`src/rtl/anagram_histogram_checker_top_assert.svh`:
```
// ----------------------------------------------------------------------------
// Assertion macros for the anagram histogram checker
// Concurrent checks that compile to nothing when SYNTHESIS is defined.
// ----------------------------------------------------------------------------
`ifndef ANAGRAM_HISTOGRAM_CHECKER_TOP_ASSERT_SVH
`define ANAGRAM_HISTOGRAM_CHECKER_TOP_ASSERT_SVH

`ifndef SYNTHESIS
// Implication in the same cycle, checked outside reset.
`define AHC_ASSERT_IMP(lbl, clk, rst_n, ante, cons) \
    lbl: assert property (@(posedge clk) disable iff (!rst_n) (ante) |-> cons) \
        else $error("ahc check failed");
// Implication into the next cycle, checked outside reset.
`define AHC_ASSERT_NEXT(lbl, clk, rst_n, ante, cons) \
    lbl: assert property (@(posedge clk) disable iff (!rst_n) (ante) |=> (cons)) \
        else $error("ahc check failed");
`else
`define AHC_ASSERT_IMP(lbl, clk, rst_n, ante, cons)
`define AHC_ASSERT_NEXT(lbl, clk, rst_n, ante, cons)
`endif

`endif

```
`src/rtl/ahc_pkg.sv`:
```
// ----------------------------------------------------------------------------
// Anagram histogram checker package
// Word types and fixed widths shared by the checker modules.
// ----------------------------------------------------------------------------
`default_nettype none

package ahc_pkg;

    localparam int BYTE_W    = 8;
    localparam int BALANCE_W = 14;
    localparam int COUNT_W   = 9;

    typedef struct packed {
        logic [BYTE_W-1:0] first_byte;
        logic              first_present;
        logic [BYTE_W-1:0] second_byte;
        logic              second_present;
        logic              final_item;
    } t_in_word;

    typedef struct packed {
        logic is_anagram;
        logic length_differs;
    } t_out_word;

    // One counter update as it travels from the issue stage to the update stage.
    typedef struct packed {
        logic valid;       // an update occupies the stage
        logic en;          // the byte is present, so the counter changes
        logic up;          // increment for the first string, decrement for the second
        logic tail;        // second update of the word, carries the flag updates
        logic final_item;  // word closes the pair of strings
        logic mismatch;    // present flags of the word disagree
        logic seen;        // some present flag of the word is set
    } t_op;

endpackage

`default_nettype wire

```
`src/rtl/ahc_ram.sv`:
```
// ----------------------------------------------------------------------------
// Generic RAM
// One write port and one read port with registered read data.
// ----------------------------------------------------------------------------
`default_nettype none

module ahc_ram #(
    parameter int WIDTH = 14,
    parameter int DEPTH = 256
) (
    input  wire logic                     i_clk,
    input  wire logic                     i_wr_en,
    input  wire logic [$clog2(DEPTH)-1:0] i_wr_addr,
    input  wire logic [WIDTH-1:0]         i_wr_data,
    input  wire logic                     i_rd_en,
    input  wire logic [$clog2(DEPTH)-1:0] i_rd_addr,
    output logic      [WIDTH-1:0]         o_rd_data
);

    logic [WIDTH-1:0] r_mem [DEPTH];
    logic [WIDTH-1:0] r_rd_data;

    always_ff @(posedge i_clk) begin
        if (i_wr_en) begin
            r_mem[i_wr_addr] <= i_wr_data;
        end
        if (i_rd_en) begin
            r_rd_data <= r_mem[i_rd_addr];
        end
    end

    assign o_rd_data = r_rd_data;

endmodule

`default_nettype wire

```
`src/rtl/ahc_fold.sv`:
```
// ----------------------------------------------------------------------------
// Byte folding
// Reduces a byte modulo the alphabet size through a constant lookup table.
// ----------------------------------------------------------------------------
`default_nettype none

module ahc_fold #(
    parameter int ALPHABET_SIZE = 256
) (
    input  wire logic [ahc_pkg::BYTE_W-1:0]         i_byte,
    output logic      [$clog2(ALPHABET_SIZE)-1:0]   o_slot
);

    localparam int AW        = $clog2(ALPHABET_SIZE);
    localparam int NUM_BYTES = 1 << ahc_pkg::BYTE_W;

    typedef logic [AW-1:0] t_slot_table [NUM_BYTES];

    // Every byte value maps to its slot; the table is fixed at elaboration.
    function automatic t_slot_table build_slot_table();
        t_slot_table tbl;
        for (int b = 0; b < NUM_BYTES; b++) begin
            tbl[b] = AW'(b % ALPHABET_SIZE);
        end
        return tbl;
    endfunction

    localparam t_slot_table SLOT_TABLE = build_slot_table();

    assign o_slot = SLOT_TABLE[i_byte];

endmodule

`default_nettype wire

```
`src/rtl/ahc_update.sv`:
```
// ----------------------------------------------------------------------------
// Counter update stage
// Read-modify-write of one balance per cycle, nonzero count and pair flags.
// ----------------------------------------------------------------------------
`default_nettype none

module ahc_update #(
    parameter int ALPHABET_SIZE = 256
) (
    input  wire logic                                i_clk,
    input  wire logic                                i_rst_n,
    input  wire ahc_pkg::t_op                        i_op,
    input  wire logic [$clog2(ALPHABET_SIZE)-1:0]    i_addr,
    input  wire logic [ahc_pkg::BALANCE_W-1:0]       i_rd_data,
    output logic                                     o_wr_en,
    output logic      [$clog2(ALPHABET_SIZE)-1:0]    o_wr_addr,
    output logic      [ahc_pkg::BALANCE_W-1:0]       o_wr_data,
    output logic                                     o_done,
    output ahc_pkg::t_out_word                       o_result
);

    localparam int AW = $clog2(ALPHABET_SIZE);
    localparam int BW = ahc_pkg::BALANCE_W;
    localparam int CW = ahc_pkg::COUNT_W;

    logic [ALPHABET_SIZE-1:0] r_valid_bits;
    logic                     r_fw_valid;
    logic [AW-1:0]            r_fw_addr;
    logic [BW-1:0]            r_fw_data;
    logic [CW-1:0]            r_count;
    logic                     r_mismatch;
    logic                     r_seen;

    logic [BW-1:0] before_val;
    logic [BW-1:0] after_val;
    logic          act;
    logic [CW-1:0] n_count;
    logic          n_mismatch;
    logic          n_seen;

    // The write of the previous cycle is not yet visible in the read data.
    always_comb begin
        if (r_fw_valid && (r_fw_addr == i_addr)) begin
            before_val = r_fw_data;
        end else if (r_valid_bits[i_addr]) begin
            before_val = i_rd_data;
        end else begin
            before_val = '0;
        end
        after_val = i_op.up ? (before_val + BW'(1)) : (before_val - BW'(1));
        act       = i_op.valid && i_op.en;

        n_count = r_count;
        if (act && (before_val == '0) && (after_val != '0)) begin
            n_count = r_count + CW'(1);
        end else if (act && (before_val != '0) && (after_val == '0)) begin
            n_count = r_count - CW'(1);
        end

        n_mismatch = r_mismatch | (i_op.valid && i_op.tail && i_op.mismatch);
        n_seen     = r_seen     | (i_op.valid && i_op.tail && i_op.seen);
    end

    assign o_done                  = i_op.valid && i_op.tail && i_op.final_item;
    assign o_result.is_anagram     = n_seen && !n_mismatch && (n_count == '0);
    assign o_result.length_differs = n_mismatch;

    // The closing update needs no write since the whole store is cleared.
    assign o_wr_en   = act && !o_done;
    assign o_wr_addr = i_addr;
    assign o_wr_data = after_val;

    always_ff @(posedge i_clk) begin
        if (!i_rst_n) begin
            r_valid_bits <= '0;
            r_fw_valid   <= 1'b0;
            r_count      <= '0;
            r_mismatch   <= 1'b0;
            r_seen       <= 1'b0;
        end else if (o_done) begin
            r_valid_bits <= '0;
            r_fw_valid   <= 1'b0;
            r_count      <= '0;
            r_mismatch   <= 1'b0;
            r_seen       <= 1'b0;
        end else begin
            if (o_wr_en) begin
                r_valid_bits[i_addr] <= 1'b1;
            end
            r_fw_valid <= o_wr_en;
            r_count    <= n_count;
            r_mismatch <= n_mismatch;
            r_seen     <= n_seen;
        end
    end

    always_ff @(posedge i_clk) begin
        r_fw_addr <= i_addr;
        r_fw_data <= after_val;
    end

endmodule

`default_nettype wire

```
`src/rtl/anagram_histogram_checker_top.sv`:
```
// ----------------------------------------------------------------------------
// Anagram histogram checker
// Streams two strings side by side and reports whether they are anagrams.
// ----------------------------------------------------------------------------
// Usage:
// The input channel takes one word per accepted handshake: a byte of each
// string with its present flag, and a flag that marks the last word of the
// pair. The output channel carries one word per pair, produced only by the
// last word: the anagram verdict and whether the present flags disagreed.
// Both channels use valid and stall; a word moves when valid is high and
// stall is low.
// Each word makes two read-modify-write passes over the single balance
// memory, one per byte, so a new word is held off until the previous word
// has issued its second pass.
// The result word passes through the issue stage, the update stage and
// the output register. A last word is held off while a result word still
// waits or another last word is in flight; other words keep flowing while
// a result waits. After a result the store is cleared at once through
// per-entry valid bits, so no clearing pass is needed. Reset clears the
// same state and empties the pipeline; the memory needs no initialization.
// When the receiver stalls, the result word holds until it is taken.
// ----------------------------------------------------------------------------
`default_nettype none

`include "anagram_histogram_checker_top_assert.svh"

module anagram_histogram_checker_top #(
    parameter int ALPHABET_SIZE = 256
) (
    input  wire logic               i_clk,
    input  wire logic               i_rst_n,
    input  wire logic               i_in_valid,
    output logic                    o_in_stall,
    input  wire ahc_pkg::t_in_word  i_in_word,
    output logic                    o_out_valid,
    input  wire logic               i_out_stall,
    output ahc_pkg::t_out_word      o_out_word
);

    localparam int AW = $clog2(ALPHABET_SIZE);

    // Issue stage: the accepted word with its bytes already folded to slots.
    logic          r_iss_valid;
    logic          r_iss_tail;
    logic [AW-1:0] r_slot1;
    logic [AW-1:0] r_slot2;
    logic          r_p1;
    logic          r_p2;
    logic          r_final;

    // Update stage: the counter update whose read data arrives this cycle.
    ahc_pkg::t_op  r_op;
    logic [AW-1:0] r_op_addr;

    // Output register.
    logic               r_out_valid;
    ahc_pkg::t_out_word r_out_word;

    logic [AW-1:0]       w_fold1;
    logic [AW-1:0]       w_fold2;
    logic                w_acc;
    logic                w_final_busy;
    logic [AW-1:0]       w_rd_addr;
    ahc_pkg::t_op        n_op;
    logic [ahc_pkg::BALANCE_W-1:0] w_rd_data;
    logic                w_wr_en;
    logic [AW-1:0]       w_wr_addr;
    logic [ahc_pkg::BALANCE_W-1:0] w_wr_data;
    logic                w_done;
    ahc_pkg::t_out_word  w_result;

    ahc_fold #(.ALPHABET_SIZE(ALPHABET_SIZE)) u_fold1 (
        .i_byte (i_in_word.first_byte),
        .o_slot (w_fold1)
    );

    ahc_fold #(.ALPHABET_SIZE(ALPHABET_SIZE)) u_fold2 (
        .i_byte (i_in_word.second_byte),
        .o_slot (w_fold2)
    );

    // Only one pair may be closing at a time, and its result must find the
    // output register empty.
    assign w_final_busy = (r_iss_valid && r_final) || (r_op.valid && r_op.final_item);
    assign o_in_stall   = (r_iss_valid && !r_iss_tail)
                       || (i_in_word.final_item && (r_out_valid || w_final_busy));
    assign w_acc        = i_in_valid && !o_in_stall;

    always_ff @(posedge i_clk) begin
        if (!i_rst_n) begin
            r_iss_valid <= 1'b0;
            r_iss_tail  <= 1'b0;
        end else if (w_acc) begin
            r_iss_valid <= 1'b1;
            r_iss_tail  <= 1'b0;
        end else if (r_iss_valid && !r_iss_tail) begin
            r_iss_tail  <= 1'b1;
        end else begin
            r_iss_valid <= 1'b0;
        end
    end

    always_ff @(posedge i_clk) begin
        if (w_acc) begin
            r_slot1 <= w_fold1;
            r_slot2 <= w_fold2;
            r_p1    <= i_in_word.first_present;
            r_p2    <= i_in_word.second_present;
            r_final <= i_in_word.final_item;
        end
    end

    // The first byte is counted up in the first cycle, the second byte down
    // in the next; the flag updates ride on the second one.
    assign w_rd_addr = r_iss_tail ? r_slot2 : r_slot1;

    always_comb begin
        n_op.valid      = r_iss_valid;
        n_op.en         = r_iss_tail ? r_p2 : r_p1;
        n_op.up         = !r_iss_tail;
        n_op.tail       = r_iss_tail;
        n_op.final_item = r_final;
        n_op.mismatch   = r_p1 ^ r_p2;
        n_op.seen       = r_p1 | r_p2;
    end

    always_ff @(posedge i_clk) begin
        if (!i_rst_n) begin
            r_op <= '0;
        end else begin
            r_op <= n_op;
        end
    end

    always_ff @(posedge i_clk) begin
        r_op_addr <= w_rd_addr;
    end

    ahc_ram #(
        .WIDTH (ahc_pkg::BALANCE_W),
        .DEPTH (ALPHABET_SIZE)
    ) u_balance_ram (
        .i_clk     (i_clk),
        .i_wr_en   (w_wr_en),
        .i_wr_addr (w_wr_addr),
        .i_wr_data (w_wr_data),
        .i_rd_en   (r_iss_valid),
        .i_rd_addr (w_rd_addr),
        .o_rd_data (w_rd_data)
    );

    ahc_update #(.ALPHABET_SIZE(ALPHABET_SIZE)) u_update (
        .i_clk     (i_clk),
        .i_rst_n   (i_rst_n),
        .i_op      (r_op),
        .i_addr    (r_op_addr),
        .i_rd_data (w_rd_data),
        .o_wr_en   (w_wr_en),
        .o_wr_addr (w_wr_addr),
        .o_wr_data (w_wr_data),
        .o_done    (w_done),
        .o_result  (w_result)
    );

    // The stall rule on last words guarantees the register is empty whenever
    // a result arrives.
    always_ff @(posedge i_clk) begin
        if (!i_rst_n) begin
            r_out_valid <= 1'b0;
        end else if (w_done) begin
            r_out_valid <= 1'b1;
        end else if (!i_out_stall) begin
            r_out_valid <= 1'b0;
        end
    end

    always_ff @(posedge i_clk) begin
        if (w_done) begin
            r_out_word <= w_result;
        end
    end

    assign o_out_valid = r_out_valid;
    assign o_out_word  = r_out_word;

    `AHC_ASSERT_IMP(a_final_latency, i_clk, i_rst_n, w_acc && i_in_word.final_item, ##3 w_done)
    `AHC_ASSERT_IMP(a_result_slot_free, i_clk, i_rst_n, w_done, !r_out_valid)
    `AHC_ASSERT_NEXT(a_issue_tail, i_clk, i_rst_n, r_iss_valid && !r_iss_tail, r_iss_valid && r_iss_tail)

endmodule

`default_nettype wire
```
`config.mk`:
```
export PLATFORM = sky130hd
export DESIGN_NAME = anagram_histogram_checker_top
export DESIGN_NICKNAME = d
export VERILOG_FILES = /design/src/rtl/ahc_pkg.sv /design/src/rtl/ahc_ram.sv /design/src/rtl/ahc_fold.sv /design/src/rtl/ahc_update.sv /design/src/rtl/anagram_histogram_checker_top.sv
export VERILOG_INCLUDE_DIRS = /design/src /design/src/rtl
export SDC_FILE = /design/constraint.sdc
export NUM_CORES = 2
export LEC_CHECK = 0
export BUFFER_PORTS_ARGS = -buffer_cell sky130_fd_sc_hd__buf_4
export CAP_MARGIN = 20
export CORE_ASPECT_RATIO = 2
export CORE_MARGIN = 8
export CORE_UTILIZATION = 45
export DETAILED_ROUTE_END_ITERATION = 6
export GPL_TIMING_DRIVEN = 1
export PLACE_DENSITY = 0.67
export SLEW_MARGIN = 20
export SYNTH_ARGS = -nofsm -noshare
export SYNTH_HDL_FRONTEND = slang
export SYNTH_SLANG_ARGS = --single-unit
export TNS_END_PERCENT = 5
```
`constraint.sdc`:
```
create_clock -name i_clk -period 13.8 [get_ports i_clk]
set_input_delay 4.14 -clock i_clk [delete_from_list [all_inputs] [get_ports i_clk]]
set_output_delay 4.14 -clock i_clk [all_outputs]
set_load 0.05 [all_outputs]
```
==> impl_metrics.toml <==
[detailed_routing]
drt_wl_total_um = 449000
drt_first_pass_iters = 6
drt_iter0_drc = 13200
ant_nets = 0
detail_route.vias_per_cell = 5.95
drc_errors = 0
num_vias = 103000
wl_per_cell_um = 25.8

[cells_and_area]
fin_nets = 12500
drive_above_1_share_pct = 8.50
multi_input_area_mm2 = 0.0383
synthToLayoutAreaGrowth_pct = 11.5
fillCellCount = 29200
seqCellArea_mm2 = 0.115
final_util_pct = 50.3

[power]
pwr_density_cell_mw_per_mm2 = 164
seqPwrFrac_pct = 51.3
p_sw_share_pct = 27.1
clock_power_share_pct = 34.4
ir_drop_mv = 0.188
p_comb_share_pct = 14.3
power_leakage_nw = 59.1
finalPower_w = 0.0285
power_switching_w = 0.00772
p_int_w = 0.0208

[synthesis]
synth_nets = 12600
synthArstFlopShare_pct = 0
synthDistinctLibCells = 53
yosysSeqAreaShare_pct = 73.6
yosys_warnings = 0
syn-instance-count = 12600
avgSynthCellArea_um2 = 12.4
synth_ff_type = "edfxtp_1"
netlist.area_leader.share_pct = 69.6
syn_area_mm2 = 0.156
yosysTopAreaCell = "edfxtp_1"
synth_edf_count = 3619
synthTopCellsByCount = "3662 x nand2_1, 3619 x edfxtp_1, 1825 x nand3_1"
synth_top_cells_by_area = "edfxtp_1 70%, nand2_1 8.8%, nand3_1 5.9%, dfxtp_1 4.0%, a311oi_1 3.5%"
synth-seq-cells = 3927
synth.most_common_cell = "nand2_1"

[critical_path]
path_buf_inv = 2
cpMaxStageDelayCell = "dfxtp_4"
r2r_start = "r_op_addr[1]$_DFF_P_"
critPathCaptureType = "flop"
cp_max_fo = 76
crit_arrival_ns = 10.07
path_delay_family = "compound AO/OA/AOI/OAI gates"
worst_setup_path_start_kind = "flop"
r2r_cells = 25
r2r-end = "o_out_word[1]$_DFFE_PP_"
critPathKind = "flop to flop"
crit_required_ns = 14.56
max_stage_delay_ns = 1.04
r2r_setup_slack_ns = 4.49

[grt]
grt_max_degree = 258
grt_pass1_wl_um = 653000
grt_pass1_vias = 97500
track_usage_pct = 23.4
antenna_found_initial = 6
gr-total-overflow = 0

[die]
ioPinCount = 27
coreArea_mm2 = 0.346
initial_utilization_pct = 45.1
die-area_mm2 = 0.367
fp.dieW_um = 432
dieHeight_um = 849
fp-row-count = 306

[sta]
relSlewSlack_pct = 17.1
fmax_mhz = 107
final.min_clock_period_ns = 9.31
grt_setup_unrepaired = "no"
finalCritPeriodShare_pct = 67.5
setup_viol = 0
setup-tns-final_ns = 0
maxSlewViolCount = 0
finalClockSkew_ns = 0.0502
hold_viol_final = 0
worst_pin_slew_ns = 1.24

[worst_hold_path]
hold_path_end = "r_op[2]$_SDFF_PN0_"
hold_path_startpoint = "r_final$_DFFE_PP_"
hold_class = "flop to flop"
holdPathStages = 1

[clock_network]
path_clk_slew_ns = 0.06
holdBufCountCts = 0
cts_tree = "yes"
clockBufferDepth = 4
postCtsSetupBuffers = 0
htreeDepth = 5
cts_buffers = 347
cts_root_buffer = "clkbuf_16"
cts.sinks = 3927
ctsResizeCount = 0
clk_latency_ns = 0.94

[placed_design]
place_congestion = 0.872
hpwlAfterDp_um = 248000
io_buffers = 26

[outcome]
status = "finished clean"

[job]
drv_cap = 0
-- cell type report --
type                            instances  area share, %
Multi-Input combinational cell       7746           22.0
Antenna cell                            2        0.00288
Sequential cell                      3927           66.0
Clock buffer                          434           5.30
Timing Repair Buffer                  422           2.08
Tap cell                             4620           3.32
Inverter                               20         0.0619
Clock inverter                        195           1.20
-- logic make-up (layout without fill, tap and decap cells) --
| logic type | after synthesis | in the layout | share of synthesized area (%) |
|---|---|---|---|
| fa+ha+maj | 17 | 17 | 0.141 |
| compound gates | 931 | 931 | 4.80 |
| buf+inv | 914 | 1071 | 2.25 |
| simple gates | 6639 | 6639 | 18.0 |
| other cells | 0 | 2 | 0 |
| xor+xnor | 28 | 28 | 0.157 |
| flops | 3927 | 3927 | 73.6 |
| mux | 131 | 131 | 1.07 |
-- sequential cells by signal, indices dropped and copies added (netlist names) --
register	flops
u_balance_ram.r_mem	3584
o_out_word	2
u_update.r_mismatch	1
u_update.r_fw_addr	8
r_slot2	8
r_iss_valid	1
u_update.r_fw_valid	1
u_update.r_count	9
u_update.r_fw_data	14
r_final	1
u_update.r_valid_bits	256
o_out_valid	1
u_balance_ram.o_rd_data	14
u_update.r_seen	1
r_p1	1
r_iss_tail	1
r_op_addr	8
r_p2	1
r_slot1	8
r_op	7
-- power by group through the flow --
stage,clock (W),combinational [W],sequential [W]
after floorplan,0,0.00222,0.0155
after global placement,0,0.00393,0.0149
after detailed placement,0,0.00403,0.0149
after CTS,0.00992,0.00404,0.0146
after global routing,0.0103,0.00435,0.0146
final,0.00981,0.00407,0.0146
-- cell usage in the layout, fill, tap and decap left out, drive strengths merged, types with 4 or more instances in the layout --
cell type  Yosys  routed
nor2         806     806
a311oi       616     616
and2           8       8
a21o          21      21
and3         229     229
bufinv         0      37
mux2           5       5
nor2b         20      20
nor4           6       6
nand4         14      14
clkbuf       777     435
nor3b         13      13
nand3       1825    1825
a21oi         86      86
xnor2         23      23
edfxtp      3619    3619
nand2       3662    3662
xor2           5       5
o21ai         17      17
o311ai        29      29
ha            16      16
buf          117     421
dfxtp        308     308
inv           20      29
nand2b         6       6
or4            4       4
mux2i         98      98
nor3          40      40
clkinv         0     134
o31ai          5       5
o22ai          4       4
clkinvlp       0      15
a31oi         73      73
a22oi         38      38
a211oi        30      30
mux4          28      28
-- metrics by stage --
step	instance area (µm²)	hold slack [ns]	cells	setup slack, ns
final	174000	0.465	17400	4.49
after global placement	162000	0.443	16700	4.38
after CTS	174000	0.468	17400	4.61
after detailed placement	163000	0.453	16700	4.66
after global routing	174000	0.485	17400	3.97
after floorplan	156000	0.326	12600	0.769
-- worst register-to-register path, cell delays in order (launching register included) --
cell and delay (ns):
dfxtp_4 1.04, buf_4 0.68, mux4_2 0.63, mux4_2 0.49, o22ai_1 0.23, nor3_1 0.13, nor2_1 0.16, nand2_1 0.11
o21ai_4 0.54, o21ai_4 0.27, fa_4 0.58, a21o_1 0.23, a211oi_1 0.42, o21ai_0 0.23, and3_1 0.25, o21ai_0 0.13
nor2b_1 0.22, xnor2_2 0.13, buf_4 0.71, nor2_1 0.15, o31ai_1 0.12, a2111o_1 0.56, mux2i_1 0.36, a21oi_1 0.11
or4_1 0.49, nor3_1 0.17
-- worst max path at each step --
stage                         start  slack (ns)                 endpoint  cells after the start
6_report       r_op_addr[1]$_DFF_P_        4.49  o_out_word[1]$_DFFE_PP_                     25
5_1_grt        r_op_addr[1]$_DFF_P_        3.97  o_out_word[1]$_DFFE_PP_                     25
4_1_cts        r_op_addr[1]$_DFF_P_        4.61  o_out_word[1]$_DFFE_PP_                     25
3_5_place_dp   r_op_addr[1]$_DFF_P_        4.66  o_out_word[1]$_DFFE_PP_                     25
3_3_place_gp   r_op_addr[1]$_DFF_P_        4.38  o_out_word[1]$_DFFE_PP_                     25
2_1_floorplan  r_op_addr[1]$_DFF_P_        0.77  o_out_word[1]$_DFFE_PP_                     26
-- routing by layer --
metal / track usage, % / routed length (µm) / vias to the layer above
met5: 0 / 13 / -
met4: 11.9 / 26500 / 2
met3: 3.26 / 40500 / 984
met2: 37.4 / 211000 / 5540
met1: 31.4 / 171000 / 51300
li1: - / - / 45500
Power figures use the tool's default switching activity.
